$ cat src/crd_pkg.sv
package crd_pkg;

   // Byte classes produced by the front end
   localparam logic [1:0] KIND_LETTER = 2'd0;
   localparam logic [1:0] KIND_DIGIT  = 2'd1;
   localparam logic [1:0] KIND_DOLLAR = 2'd2;
   localparam logic [1:0] KIND_OTHER  = 2'd3;

   // Field and register widths
   localparam int CHAR_W   = 8;
   localparam int VALUE_W  = 5;
   localparam int COLUMN_W = 15;
   localparam int ROW_W    = 24;
   localparam int CSR_W    = 24;
   localparam int CSR_IDX_W = 1;

   // Widths that hold one multiply-add step before the limit compare
   localparam int COL_WIDE_W = COLUMN_W + 5;
   localparam int ROW_WIDE_W = ROW_W + 4;

   // Register indexes
   localparam logic [CSR_IDX_W-1:0] CSR_MAX_COLUMN = 1'b0;
   localparam logic [CSR_IDX_W-1:0] CSR_MAX_ROW    = 1'b1;

   // Register reset values
   localparam logic [COLUMN_W-1:0] MAX_COLUMN_RESET = 15'd16384;
   localparam logic [ROW_W-1:0]    MAX_ROW_RESET    = 24'd1048576;

   // Queue between front and back
   localparam int QUEUE_DEPTH = 2;
   localparam int QPTR_W      = $clog2(QUEUE_DEPTH);
   localparam int QCNT_W      = $clog2(QUEUE_DEPTH + 1);

   // One classified byte
   typedef struct packed {
      logic [1:0]         kind;
      logic [VALUE_W-1:0] value;
      logic               final_byte;
      logic               column_only;
   } byte_class_type;

endpackage

$ cat src/crd_front.sv
module crd_front
   import crd_pkg::*;
(
   input  logic [CHAR_W-1:0] char_byte,
   input  logic              final_byte,
   input  logic              column_only,
   output byte_class_type    entry
);

   logic is_upper;
   logic is_lower;
   logic is_digit;

   // Character class decode
   assign is_upper = (char_byte >= 8'h41) && (char_byte <= 8'h5A);
   assign is_lower = (char_byte >= 8'h61) && (char_byte <= 8'h7A);
   assign is_digit = (char_byte >= 8'h30) && (char_byte <= 8'h39);

   // Class and value: letters map to 1..26, digits to 0..9
   always_comb begin
      entry.final_byte  = final_byte;
      entry.column_only = column_only;
      if (is_upper) begin
         entry.kind  = KIND_LETTER;
         entry.value = VALUE_W'(char_byte - 8'h40);
      end else if (is_lower) begin
         entry.kind  = KIND_LETTER;
         entry.value = VALUE_W'(char_byte - 8'h60);
      end else if (is_digit) begin
         entry.kind  = KIND_DIGIT;
         entry.value = VALUE_W'(char_byte - 8'h30);
      end else if (char_byte == 8'h24) begin
         entry.kind  = KIND_DOLLAR;
         entry.value = '0;
      end else begin
         entry.kind  = KIND_OTHER;
         entry.value = '0;
      end
   end

endmodule

$ cat src/crd_queue.sv
module crd_queue
   import crd_pkg::*;
(
   input  logic           clock,
   input  logic           reset,
   input  logic           push,
   input  byte_class_type push_entry,
   output logic           full,
   input  logic           pop,
   output logic           head_valid,
   output byte_class_type head_entry
);

   byte_class_type           slot_ff [QUEUE_DEPTH];
   logic [QPTR_W-1:0]        wr_ptr_ff;
   logic [QPTR_W-1:0]        wr_ptr_in;
   logic [QPTR_W-1:0]        rd_ptr_ff;
   logic [QPTR_W-1:0]        rd_ptr_in;
   logic [QCNT_W-1:0]        count_ff;
   logic [QCNT_W-1:0]        count_in;

   assign full       = (count_ff == QCNT_W'(QUEUE_DEPTH));
   assign head_valid = (count_ff != '0);
   assign head_entry = slot_ff[rd_ptr_ff];

   // Pointer and fill count update
   always_comb begin
      wr_ptr_in = push ? wr_ptr_ff + QPTR_W'(1) : wr_ptr_ff;
      rd_ptr_in = pop ? rd_ptr_ff + QPTR_W'(1) : rd_ptr_ff;
      count_in  = count_ff;
      if (push && !pop) begin
         count_in = count_ff + QCNT_W'(1);
      end else if (pop && !push) begin
         count_in = count_ff - QCNT_W'(1);
      end
   end

   always_ff @(posedge clock) begin
      if (reset) begin
         wr_ptr_ff <= '0;
         rd_ptr_ff <= '0;
         count_ff  <= '0;
      end else begin
         wr_ptr_ff <= wr_ptr_in;
         rd_ptr_ff <= rd_ptr_in;
         count_ff  <= count_in;
      end
   end

   // Entry storage
   always_ff @(posedge clock) begin
      if (push) begin
         slot_ff[wr_ptr_ff] <= push_entry;
      end
   end

endmodule

$ cat src/crd_back.sv
module crd_back
   import crd_pkg::*;
#(
   parameter int MAX_LETTERS = 3,
   parameter int MAX_DIGITS  = 7
)(
   input  logic                 clock,
   input  logic                 reset,
   input  logic                 head_valid,
   input  byte_class_type       head_entry,
   output logic                 pop,
   input  logic                 csr_write_enable,
   input  logic [CSR_IDX_W-1:0] csr_index,
   input  logic [CSR_W-1:0]     csr_write_data,
   output logic                 rsp_valid,
   input  logic                 rsp_stall,
   output logic                 rsp_ref_valid,
   output logic [COLUMN_W-1:0]  rsp_column_index,
   output logic [ROW_W-1:0]     rsp_row_index,
   output logic                 rsp_column_absolute,
   output logic                 rsp_row_absolute
);

   localparam int LCW = $clog2(MAX_LETTERS + 1);
   localparam int DCW = $clog2(MAX_DIGITS + 1);

   localparam logic [2:0] PH_START      = 3'd0;
   localparam logic [2:0] PH_COL_DOLLAR = 3'd1;
   localparam logic [2:0] PH_LETTERS    = 3'd2;
   localparam logic [2:0] PH_ROW_DOLLAR = 3'd3;
   localparam logic [2:0] PH_DIGITS     = 3'd4;

   logic [COLUMN_W-1:0]   max_column_ff;
   logic [ROW_W-1:0]      max_row_ff;

   logic [2:0]            phase_ff, phase_in;
   logic                  mode_ff, mode_in;
   logic                  col_dollar_ff, col_dollar_in;
   logic                  row_dollar_ff, row_dollar_in;
   logic [LCW-1:0]        letter_count_ff, letter_count_in;
   logic [DCW-1:0]        digit_count_ff, digit_count_in;
   logic [COLUMN_W-1:0]   column_accum_ff, column_accum_in;
   logic [ROW_W-1:0]      row_accum_ff, row_accum_in;
   logic                  failed_ff, failed_in;

   logic [COL_WIDE_W-1:0] col_wide;
   logic [ROW_WIDE_W-1:0] row_wide;
   logic                  out_free;
   logic                  finish;
   logic                  result_ok;

   logic                  rsp_valid_ff;
   logic                  rsp_ref_valid_ff;
   logic [COLUMN_W-1:0]   rsp_column_ff;
   logic [ROW_W-1:0]      rsp_row_ff;
   logic                  rsp_col_abs_ff;
   logic                  rsp_row_abs_ff;

   // Configuration registers
   always_ff @(posedge clock) begin
      if (reset) begin
         max_column_ff <= MAX_COLUMN_RESET;
         max_row_ff    <= MAX_ROW_RESET;
      end else if (csr_write_enable) begin
         unique case (csr_index)
            CSR_MAX_COLUMN: max_column_ff <= csr_write_data[COLUMN_W-1:0];
            CSR_MAX_ROW:    max_row_ff    <= csr_write_data[ROW_W-1:0];
            default: ;
         endcase
      end
   end

   // Only a last byte needs room in the output register
   assign out_free = !rsp_valid_ff || !rsp_stall;
   assign pop      = head_valid && (!head_entry.final_byte || out_free);
   assign finish   = pop && head_entry.final_byte;

   // One multiply-add per byte
   assign col_wide = COL_WIDE_W'(column_accum_ff) * COL_WIDE_W'(26)
                     + COL_WIDE_W'(head_entry.value);
   assign row_wide = ROW_WIDE_W'(row_accum_ff) * ROW_WIDE_W'(10)
                     + ROW_WIDE_W'(head_entry.value);

   // Parse state update
   always_comb begin
      phase_in        = phase_ff;
      col_dollar_in   = col_dollar_ff;
      row_dollar_in   = row_dollar_ff;
      letter_count_in = letter_count_ff;
      digit_count_in  = digit_count_ff;
      column_accum_in = column_accum_ff;
      row_accum_in    = row_accum_ff;
      failed_in       = failed_ff;

      // mode is taken from the first byte of a lexeme
      if (phase_ff == PH_START && letter_count_ff == '0 && !failed_ff) begin
         mode_in = head_entry.column_only;
      end else begin
         mode_in = mode_ff;
      end

      if (!failed_ff) begin
         unique case (head_entry.kind)
            KIND_LETTER: begin
               if (phase_ff > PH_LETTERS || letter_count_ff >= LCW'(MAX_LETTERS)) begin
                  failed_in = 1'b1;
               end else begin
                  letter_count_in = letter_count_ff + LCW'(1);
                  phase_in        = PH_LETTERS;
                  column_accum_in = col_wide[COLUMN_W-1:0];
                  if (col_wide > COL_WIDE_W'(max_column_ff)) begin
                     failed_in = 1'b1;
                  end
               end
            end
            KIND_DIGIT: begin
               if (mode_in || phase_ff < PH_LETTERS ||
                   digit_count_ff >= DCW'(MAX_DIGITS)) begin
                  failed_in = 1'b1;
               end else begin
                  digit_count_in = digit_count_ff + DCW'(1);
                  phase_in       = PH_DIGITS;
                  row_accum_in   = row_wide[ROW_W-1:0];
                  if (row_wide > ROW_WIDE_W'(max_row_ff)) begin
                     failed_in = 1'b1;
                  end
               end
            end
            KIND_DOLLAR: begin
               if (phase_ff == PH_START) begin
                  col_dollar_in = 1'b1;
                  phase_in      = PH_COL_DOLLAR;
               end else if (phase_ff == PH_LETTERS && !mode_in) begin
                  row_dollar_in = 1'b1;
                  phase_in      = PH_ROW_DOLLAR;
               end else begin
                  failed_in = 1'b1;
               end
            end
            KIND_OTHER: failed_in = 1'b1;
            default:    failed_in = 1'b1;
         endcase
      end
   end

   // Legal shape check at the last byte
   always_comb begin
      if (mode_in) begin
         result_ok = !failed_in && phase_in == PH_LETTERS;
      end else begin
         result_ok = !failed_in && phase_in == PH_DIGITS && row_accum_in != '0;
      end
   end

   // Parse state registers, cleared after each last byte
   always_ff @(posedge clock) begin
      if (reset || finish) begin
         phase_ff        <= PH_START;
         mode_ff         <= 1'b0;
         col_dollar_ff   <= 1'b0;
         row_dollar_ff   <= 1'b0;
         letter_count_ff <= '0;
         digit_count_ff  <= '0;
         column_accum_ff <= '0;
         row_accum_ff    <= '0;
         failed_ff       <= 1'b0;
      end else if (pop) begin
         phase_ff        <= phase_in;
         mode_ff         <= mode_in;
         col_dollar_ff   <= col_dollar_in;
         row_dollar_ff   <= row_dollar_in;
         letter_count_ff <= letter_count_in;
         digit_count_ff  <= digit_count_in;
         column_accum_ff <= column_accum_in;
         row_accum_ff    <= row_accum_in;
         failed_ff       <= failed_in;
      end
   end

   // Output register valid
   always_ff @(posedge clock) begin
      if (reset) begin
         rsp_valid_ff <= 1'b0;
      end else if (finish) begin
         rsp_valid_ff <= 1'b1;
      end else if (!rsp_stall) begin
         rsp_valid_ff <= 1'b0;
      end
   end

   // Output register payload; invalid results read as zero
   always_ff @(posedge clock) begin
      if (finish) begin
         rsp_ref_valid_ff <= result_ok;
         rsp_column_ff    <= result_ok ? column_accum_in - COLUMN_W'(1) : '0;
         rsp_row_ff       <= (result_ok && !mode_in) ? row_accum_in - ROW_W'(1) : '0;
         rsp_col_abs_ff   <= result_ok && col_dollar_in;
         rsp_row_abs_ff   <= result_ok && !mode_in && row_dollar_in;
      end
   end

   assign rsp_valid           = rsp_valid_ff;
   assign rsp_ref_valid       = rsp_ref_valid_ff;
   assign rsp_column_index    = rsp_column_ff;
   assign rsp_row_index       = rsp_row_ff;
   assign rsp_column_absolute = rsp_col_abs_ff;
   assign rsp_row_absolute    = rsp_row_abs_ff;

endmodule

$ cat src/cell_reference_decoder.sv
// Cell reference decoder.
// The req_ channel takes one byte of a reference lexeme per transfer, with
// req_final_byte on its last byte; req_column_only is sampled on the first
// byte and selects letters-only mode. The rsp_ channel gives exactly one
// result per lexeme, on its last byte: validity, zero-based column and row,
// and the two absolute ($) flags. Invalid results carry zeros.
// Throughput: one byte per cycle, sustained unless a last byte waits on a
// stalled result, set by the combinational multiply-add and limit compare
// in the back end.
// A last byte is written into a queue slot, then parsed from the queue
// head straight into the output register, which drives rsp_valid.
// csr_ writes set max_column (index 0) and max_row (index 1); write them
// only while no lexeme is in flight.
// Reset clears the queue, the parse state and the output valid flag, and
// loads max_column = 16384 and max_row = 1048576.
// When rsp_stall holds, the result waits in the output register; bytes that
// are not last keep being parsed, a following last byte waits at the queue
// head, and req_stall rises once both queue entries are occupied.
module cell_reference_decoder
   import crd_pkg::*;
#(
   parameter int MAX_LETTERS = 3,
   parameter int MAX_DIGITS  = 7
)(
   input  logic                 clock,
   input  logic                 reset,
   input  logic                 req_valid,
   output logic                 req_stall,
   input  logic [CHAR_W-1:0]    req_char_byte,
   input  logic                 req_final_byte,
   input  logic                 req_column_only,
   input  logic                 csr_write_enable,
   input  logic [CSR_IDX_W-1:0] csr_index,
   input  logic [CSR_W-1:0]     csr_write_data,
   output logic                 rsp_valid,
   input  logic                 rsp_stall,
   output logic                 rsp_ref_valid,
   output logic [COLUMN_W-1:0]  rsp_column_index,
   output logic [ROW_W-1:0]     rsp_row_index,
   output logic                 rsp_column_absolute,
   output logic                 rsp_row_absolute
);

   byte_class_type front_entry;
   byte_class_type head_entry;
   logic           queue_full;
   logic           head_valid;
   logic           pop;

   assign req_stall = queue_full;

   // Classify incoming bytes
   crd_front u_front (
      .char_byte   (req_char_byte),
      .final_byte  (req_final_byte),
      .column_only (req_column_only),
      .entry       (front_entry)
   );

   // Decouple front and back
   crd_queue u_queue (
      .clock      (clock),
      .reset      (reset),
      .push       (req_valid && !queue_full),
      .push_entry (front_entry),
      .full       (queue_full),
      .pop        (pop),
      .head_valid (head_valid),
      .head_entry (head_entry)
   );

   // Parse state, limits and result register
   crd_back #(
      .MAX_LETTERS (MAX_LETTERS),
      .MAX_DIGITS  (MAX_DIGITS)
   ) u_back (
      .clock               (clock),
      .reset               (reset),
      .head_valid          (head_valid),
      .head_entry          (head_entry),
      .pop                 (pop),
      .csr_write_enable    (csr_write_enable),
      .csr_index           (csr_index),
      .csr_write_data      (csr_write_data),
      .rsp_valid           (rsp_valid),
      .rsp_stall           (rsp_stall),
      .rsp_ref_valid       (rsp_ref_valid),
      .rsp_column_index    (rsp_column_index),
      .rsp_row_index       (rsp_row_index),
      .rsp_column_absolute (rsp_column_absolute),
      .rsp_row_absolute    (rsp_row_absolute)
   );

endmodule

$ cat config.mk
export PLATFORM = sky130hd
export DESIGN_NAME = cell_reference_decoder
export DESIGN_NICKNAME = d
export VERILOG_FILES = /design/src/crd_pkg.sv /design/src/crd_front.sv /design/src/crd_queue.sv /design/src/crd_back.sv /design/src/cell_reference_decoder.sv
export SDC_FILE = /design/constraint.sdc
export NUM_CORES = 1
export LEC_CHECK = 0
export BUFFER_PORTS_ARGS = -buffer_cell sky130_fd_sc_hd__buf_2
export CAP_MARGIN = 20
export CORE_ASPECT_RATIO = 2
export CORE_UTILIZATION = 30
export CTS_CLUSTER_DIAMETER = 200
export DETAILED_ROUTE_END_ITERATION = 10
export GPL_TIMING_DRIVEN = 0
export PLACE_DENSITY_LB_ADDON = 0.1
export SLEW_MARGIN = 20
export SYNTH_ARGS = -nofsm -noshare
export SYNTH_HDL_FRONTEND = slang
export SYNTH_SLANG_ARGS = --single-unit
$ cat constraint.sdc
create_clock -name clock -period 19.4 [get_ports clock]
set_clock_uncertainty 0.2 [all_clocks]
set_input_delay 3.88 -clock clock [delete_from_list [all_inputs] [get_ports clock]]
set_output_delay 3.88 -clock clock [all_outputs]
set_load 0.01 [all_outputs]
======== Word level (Yosys, flattened, before mapping) ========
Memories as Yosys holds them, arrays and structs flattened. A register that Yosys moved wholly into a read port is not among the register bits.
Cells that the tools add are included.
operators by class
  reduce and logical (&&, ||, !) cells .... 42
  add/sub/neg operators ................... 13
  multiplexer cells ....................... 41
  bitwise gates (word level) .............. 4
  $lt $le $gt $ge ......................... 12
  $mul .................................... 2
  eq/ne operators ......................... 9
operators by type and width
  cell                                                 count
  2-to-1 mux 24 bit                                    3
  2-to-1 mux 15 bit                                    3
  adder 28 x 5 -> 28 bit                               1
  > comparator 28 x 24 -> 1 bit                        1
  multiplier 24 x 3 -> 27 bit, second input constant   1
  nonzero test 24 bit                                  1
  subtractor 24 x 1 -> 24 bit, second input constant   1
  2-to-1 mux 1 bit                                     22
  2-to-1 mux 7 bit                                     3
  adder 20 x 5 -> 20 bit                               1
  > comparator 20 x 15 -> 1 bit                        1
  multiplier 15 x 4 -> 19 bit, second input constant   1
  logical AND 1 bit                                    17
  >= comparator 8 x 7 -> 1 bit, second input constant  2
  <= comparator 8 x 7 -> 1 bit, second input constant  2
  2-to-1 mux 3 bit                                     5
  subtractor 15 x 1 -> 15 bit, second input constant   1
  subtractor 5 x 1 -> 5 bit, second input constant     2
  logical NOT 1 bit                                    9
  case mux 3 bit (3 select lines)                      1
  equality test 8 x 6 -> 1 bit, second input constant  1
  >= comparator 8 x 6 -> 1 bit, second input constant  1
  <= comparator 8 x 6 -> 1 bit, second input constant  1
  AND reduction 4 bit                                  2
  other kinds (23)                                     40
word-level totals
  output and inout port bits .............. 44
  logic and storage cells ................. 144
  register bits after elaboration ......... 137
  memories kept ........................... 1
  memory bits (writable) .................. 18
memories
  name             words  bits a word  read ports  clocked after Yosys merged registers in  write ports  line             source
  u_queue.slot_ff  2      9            1           1                                        1            crd_queue.sv:14  byte_class_type slot_ff [QUEUE_DEPTH];

======== Longest topological paths before layout ========
  depth after elaboration ................. 16
  gate-level depth with buffers ........... 26

======== Cells and area by module ========
Synthesis repeated with hierarchy kept, for this count alone.
second synthesis, totals
  cell total of the unflattened synthesis .. 1,439
  area, all modules ....................... 12,378.1 um2
modules (own cells, without submodules)
  module                  cells each  seq. area each (um2)  instances  area each (um2)
  crd_back                1,366       3,083.0               1          11,357.1
  crd_queue               50          640.6                 1          857.1
  crd_front               22          0.0                   1          150.1
  cell_reference_decoder  1           0.0                   1          13.8

======== Worst setup path before layout ========
No wires, ideal clock.
  kind .................................... input -> register
  from .................................... in rsp_stall
  to ...................................... reg u_back.row_accum_ff[13]
  setup time .............................. 0.132 ns
  setup slack ............................. 11.921 ns
  arrival ................................. 7.147 ns
  cell stages on the path ................. 9
  path buffers ............................ 3
  required time ........................... 19.068 ns
  path through ............................ nand2_1 -> o22a_1 -> clkbuf_1 -> inv_1 -> nor2_1 -> or2_2 -> clkbuf_1 -> clkbuf_1 -> nor3_1
on the way
  longest elaborated chain between the ends .. 6
RTL lines
  item                  line                          source
  start, declared       cell_reference_decoder.sv:36  input logic rsp_stall,
  logical NOT 1 bit     crd_back.sv:74                assign out_free = !rsp_valid_ff || !rsp_stall;
  logical OR 1 bit      crd_back.sv:74
  logical OR 1 bit      crd_back.sv:75                assign pop = head_valid && (!head_entry.final_byte || out_free);
  logical AND 1 bit     crd_back.sv:75
  logical AND 1 bit     crd_back.sv:76                assign finish = pop && head_entry.final_byte;
  via u_back.finish     crd_back.sv:49                logic finish;
  logical OR 1 bit      crd_back.sv:157               if (reset || finish) begin
  end signal, assigned  crd_back.sv:175               row_accum_ff <= row_accum_in;
  end, declared         crd_back.sv:43                logic [ROW_W-1:0] row_accum_ff, row_accum_in;
The timed path passes the listed nets, and every way through them passes these cells.
A chain may end at the register's enable or synchronous reset.

==> impl_results.md <==
* Largest net degree at the start of global routing at 26
* Max-cap viol count at 0
* Main synth FF type: dfxtp_1
* Worst setup SP type: flip-flop
* Final ANT Viol Nets at 0
* Post-synth top area cell: dfxtp_1
* RSZ-0062 raised after global routing: no
* Class of the most critical hold timing path: reg -> reg
* DP HPWL at around 38 mm
* Setup Buffers After CTS at 0
* Finished Cell Area at roughly 14000 um^2
* P&R area growth vs syn at 13.8%
* CTS H-Tree Depth at 4
* Rel. slew slack at around 32%
* Synth warn at 0
* Clk root buf: clkbuf_16
* Post-synthesis cell type count at between 80 and 90
* Starting density of the core at between 30 and 40%
* Die Y-Extent at between 200 and 300 um
* Worst skew pair latency at 0.46 ns
* Setup TNS at 0 ns
* Reg clk slew, reported paths at about 0.08 ns
* Register area share after synthesis at about 30%
* Slew Limit Fails at 0
* Pre-antenna DRT Iters at 4
* Net Sw Frac at about two fifths
* Non-filler cells, final at 2147
* Final period util at about 43%
* Synth Cell Area at 12500 um^2
* Number of synthesized flops with an enable pin at 60
* Fraction of registers with async set or reset after synthesis at 0%
* Vias per cell at 5.23
* Most common cell in the netlist: nand2_1
* Initial antenna violation count at 0
* Placed insts at approximately 2100
* Die Area at around 42000 um^2
* Syn_nets at ~1700
* Final Net Count at between 1500 and 2000
* Critical Path Fanout Max at 10
* Sink Count at around 160
* PD cells at roughly 90 nW/um^2
* Mean post-synth cell area at 8.33 um^2
* Worst vdd ir at between 0.04 and 0.05 mV
* GR Overflow Total at 0
* Cts hold-fix bufs at 0
* Tot GR Track Use at 21.3%
* Crit end category: flip-flop
* Number of remaining DRC errors at 0
* WL/cell at 20.8 um
* Fin. Hold Viols at 0
* Hold_ws at 0.256 ns
* Detailed Route WL at ~45 mm
* Initial drt markers at 414
* Total Power at 1.27 mW
* GP Congestion at roughly 0.86
* Vias in the first global route at around 11000
* Resize count post-CTS at 0
* Final setup fails at 0
* #FFs+latches synth at between 150 and 200
* Row Count at 105
* CTS tree: done
* Fmax at 120 MHz
* First-pass GRT wire length at around 67 mm
* Layout cell share with drive strength beyond 1 at between 10 and 15%
* Fill cells at 4410
* Synth area leaders: dfxtp_1 15%, edfxtp_1 14%, ha_1 13%
* Port Buf Inserts at 82
* Area of the core at between 40000 and 50000 um^2
* Part of the power in combinational logic at 39.6%
* CP required at 19.45 ns
* Lkg Pwr at slightly below 6 nW
* Ports at 84
* Final WS setup at 11.06 ns
* Pint at approximately 750 uW
* Final min period at between 8 and 9 ns
* Status: completed
* TritonCTS Buffers at 17
* Clock power frac at 27.8%
* DIE WIDTH at approximately 150 um
* Reg power frac at about 33%
* Layout Utilization at between 30 and 40%
* Routed via count at approximately 11000
* Worst Tran Pin Value at between 1 and 1.5 ns
* Worst EP arrival at around 8.4 ns
* Psw at between 500 and 600 uW
* CP Class: reg -> reg
* Place WS at between 10 and 15 ns
* Post-synth top area share at between 10% and 20%
* Top post-synthesis cells by count: 187 x nand2_1, 141 x nor2_1, 132 x ha_1, 129 x a21oi_1, 111 x inv_1
* Area post-placement at 13600 um^2
* Clock Tree Buf Depth at 2
* Mapped Cells at 1496
* Ant diodes at 0
==> placed cells by master (no fill, tap or decap), types with 16 or more instances in the layout <==
cell type  synthesis  final
a211oi_1          37     37
a21oi_1          129    129
buf_2              4     86
clkbuf_1          48     48
clkbuf_16          0     17
dfxtp_1           96     96
edfxtp_1          60     60
ha_1             132    132
inv_1            111    111
mux2i_1           21     20
nand2_1          187    187
nand3_1           29     29
nand4_1           26     26
nor2_1           141    140
nor3_1            42     42
o211ai_1          16     16
o21ai_0           51     51
xnor2_1           48     48
xor2_1            42     42
==> registers in the layout, indices dropped and copies added (netlist names), 2 cells and up, named ones only <==
signal	count
u_back.column_accum_ff	15
u_back.digit_count_ff	3
u_back.letter_count_ff	2
u_back.max_column_ff	15
u_back.max_row_ff	24
u_back.phase_ff	3
u_back.row_accum_ff	24
u_back.rsp_column_index	15
u_back.rsp_row_index	24
u_queue.count_ff	2
u_queue.slot_ff	18
==> logic make-up (layout without fill, tap and decap cells) <==
kind of cell | after synthesis | count (layout) | share of synthesized area (%)
compound gates | 349 | 349 | 18.5
mux | 29 | 29 | 2.41
xor+xnor | 91 | 91 | 6.51
fa+ha+maj | 147 | 147 | 15.7
simple gates | 553 | 553 | 21.7
buf+inv | 171 | 287 | 5.40
flops | 156 | 156 | 29.9
==> worst paths after layout <==
| kind | startpoint | to | slack [ns] | cells past startpoint |
|---|---|---|---|---|
| max | flip-flop | u_back.rsp_row_index[12] | 11.06 | 23 |
| max reg2reg | flip-flop | u_back.rsp_row_index[12] | 11.06 | 23 |
| min | u_back.max_row_ff[23] | u_back.max_row_ff[23] | 0.26 | 2 |
| min reg2reg | u_back.max_row_ff[23] | u_back.max_row_ff[23] | 0.26 | 2 |
==> critical path, stage by stage, from the launching register on <==
cell and delay [ns]:
dfxtp_1 0.31, clkbuf_1 0.31, clkbuf_1 0.50, mux2_2 0.45, ha_1 0.35, nand3_1 0.14, a211oi_1 0.48, nor3b_1 0.67
o2111ai_1 0.48, nand4bb_1 0.40, nor3_1 0.32, nand2_1 0.11, xnor2_1 0.44, inv_1 0.10, ha_1 0.33, nand4_1 0.13
nor3_1 0.26, nand2_1 0.08, o2bb2ai_1 0.19, o2111ai_1 0.22, a22o_1 0.35, a311o_1 0.53, clkbuf_1 0.39, a211oi_1 0.37
==> metal layers <==
layer / track usage [%] / up-vias / wire length (um) / part of all wire (%)
li1: - / 5574 / - / -
met1: 17.9 / 5394 / 14400 / 32
met2: 45.8 / 187 / 27000 / 60
met3: 1.81 / 80 / 727 / 1.6
met4: 13.1 / 0 / 2650 / 5.9
met5: 0 / - / 0 / 0
==> power by group through the flow <==
stage | registers (mW) | clock network [mW] | logic [mW]
2_1_floorplan | 0.429 | 0 | 0.324
3_3_place_gp | 0.426 | 0 | 0.499
3_5_place_dp | 0.423 | 0 | 0.512
4_1_cts | 0.416 | 0.357 | 0.515
5_1_grt | 0.420 | 0.370 | 0.557
6_report | 0.415 | 0.354 | 0.503
==> area by class of cell <==
| cell class | instances | area, um^2 | share of cell area (%) |
|---|---|---|---|
| clock buffers | 17 | 425 | 3.00 |
| clock inverters | 15 | 171 | 1.21 |
| flip-flops and latches | 156 | 3720 | 26.3 |
| well taps | 535 | 669 | 4.72 |
| plain buffers | 60 | 256 | 1.81 |
| multi-input cells | 1169 | 8070 | 56.9 |
| repair buffers | 84 | 445 | 3.14 |
| inverters | 111 | 417 | 2.94 |
Note: power is estimated with default switching activity, not from simulation.
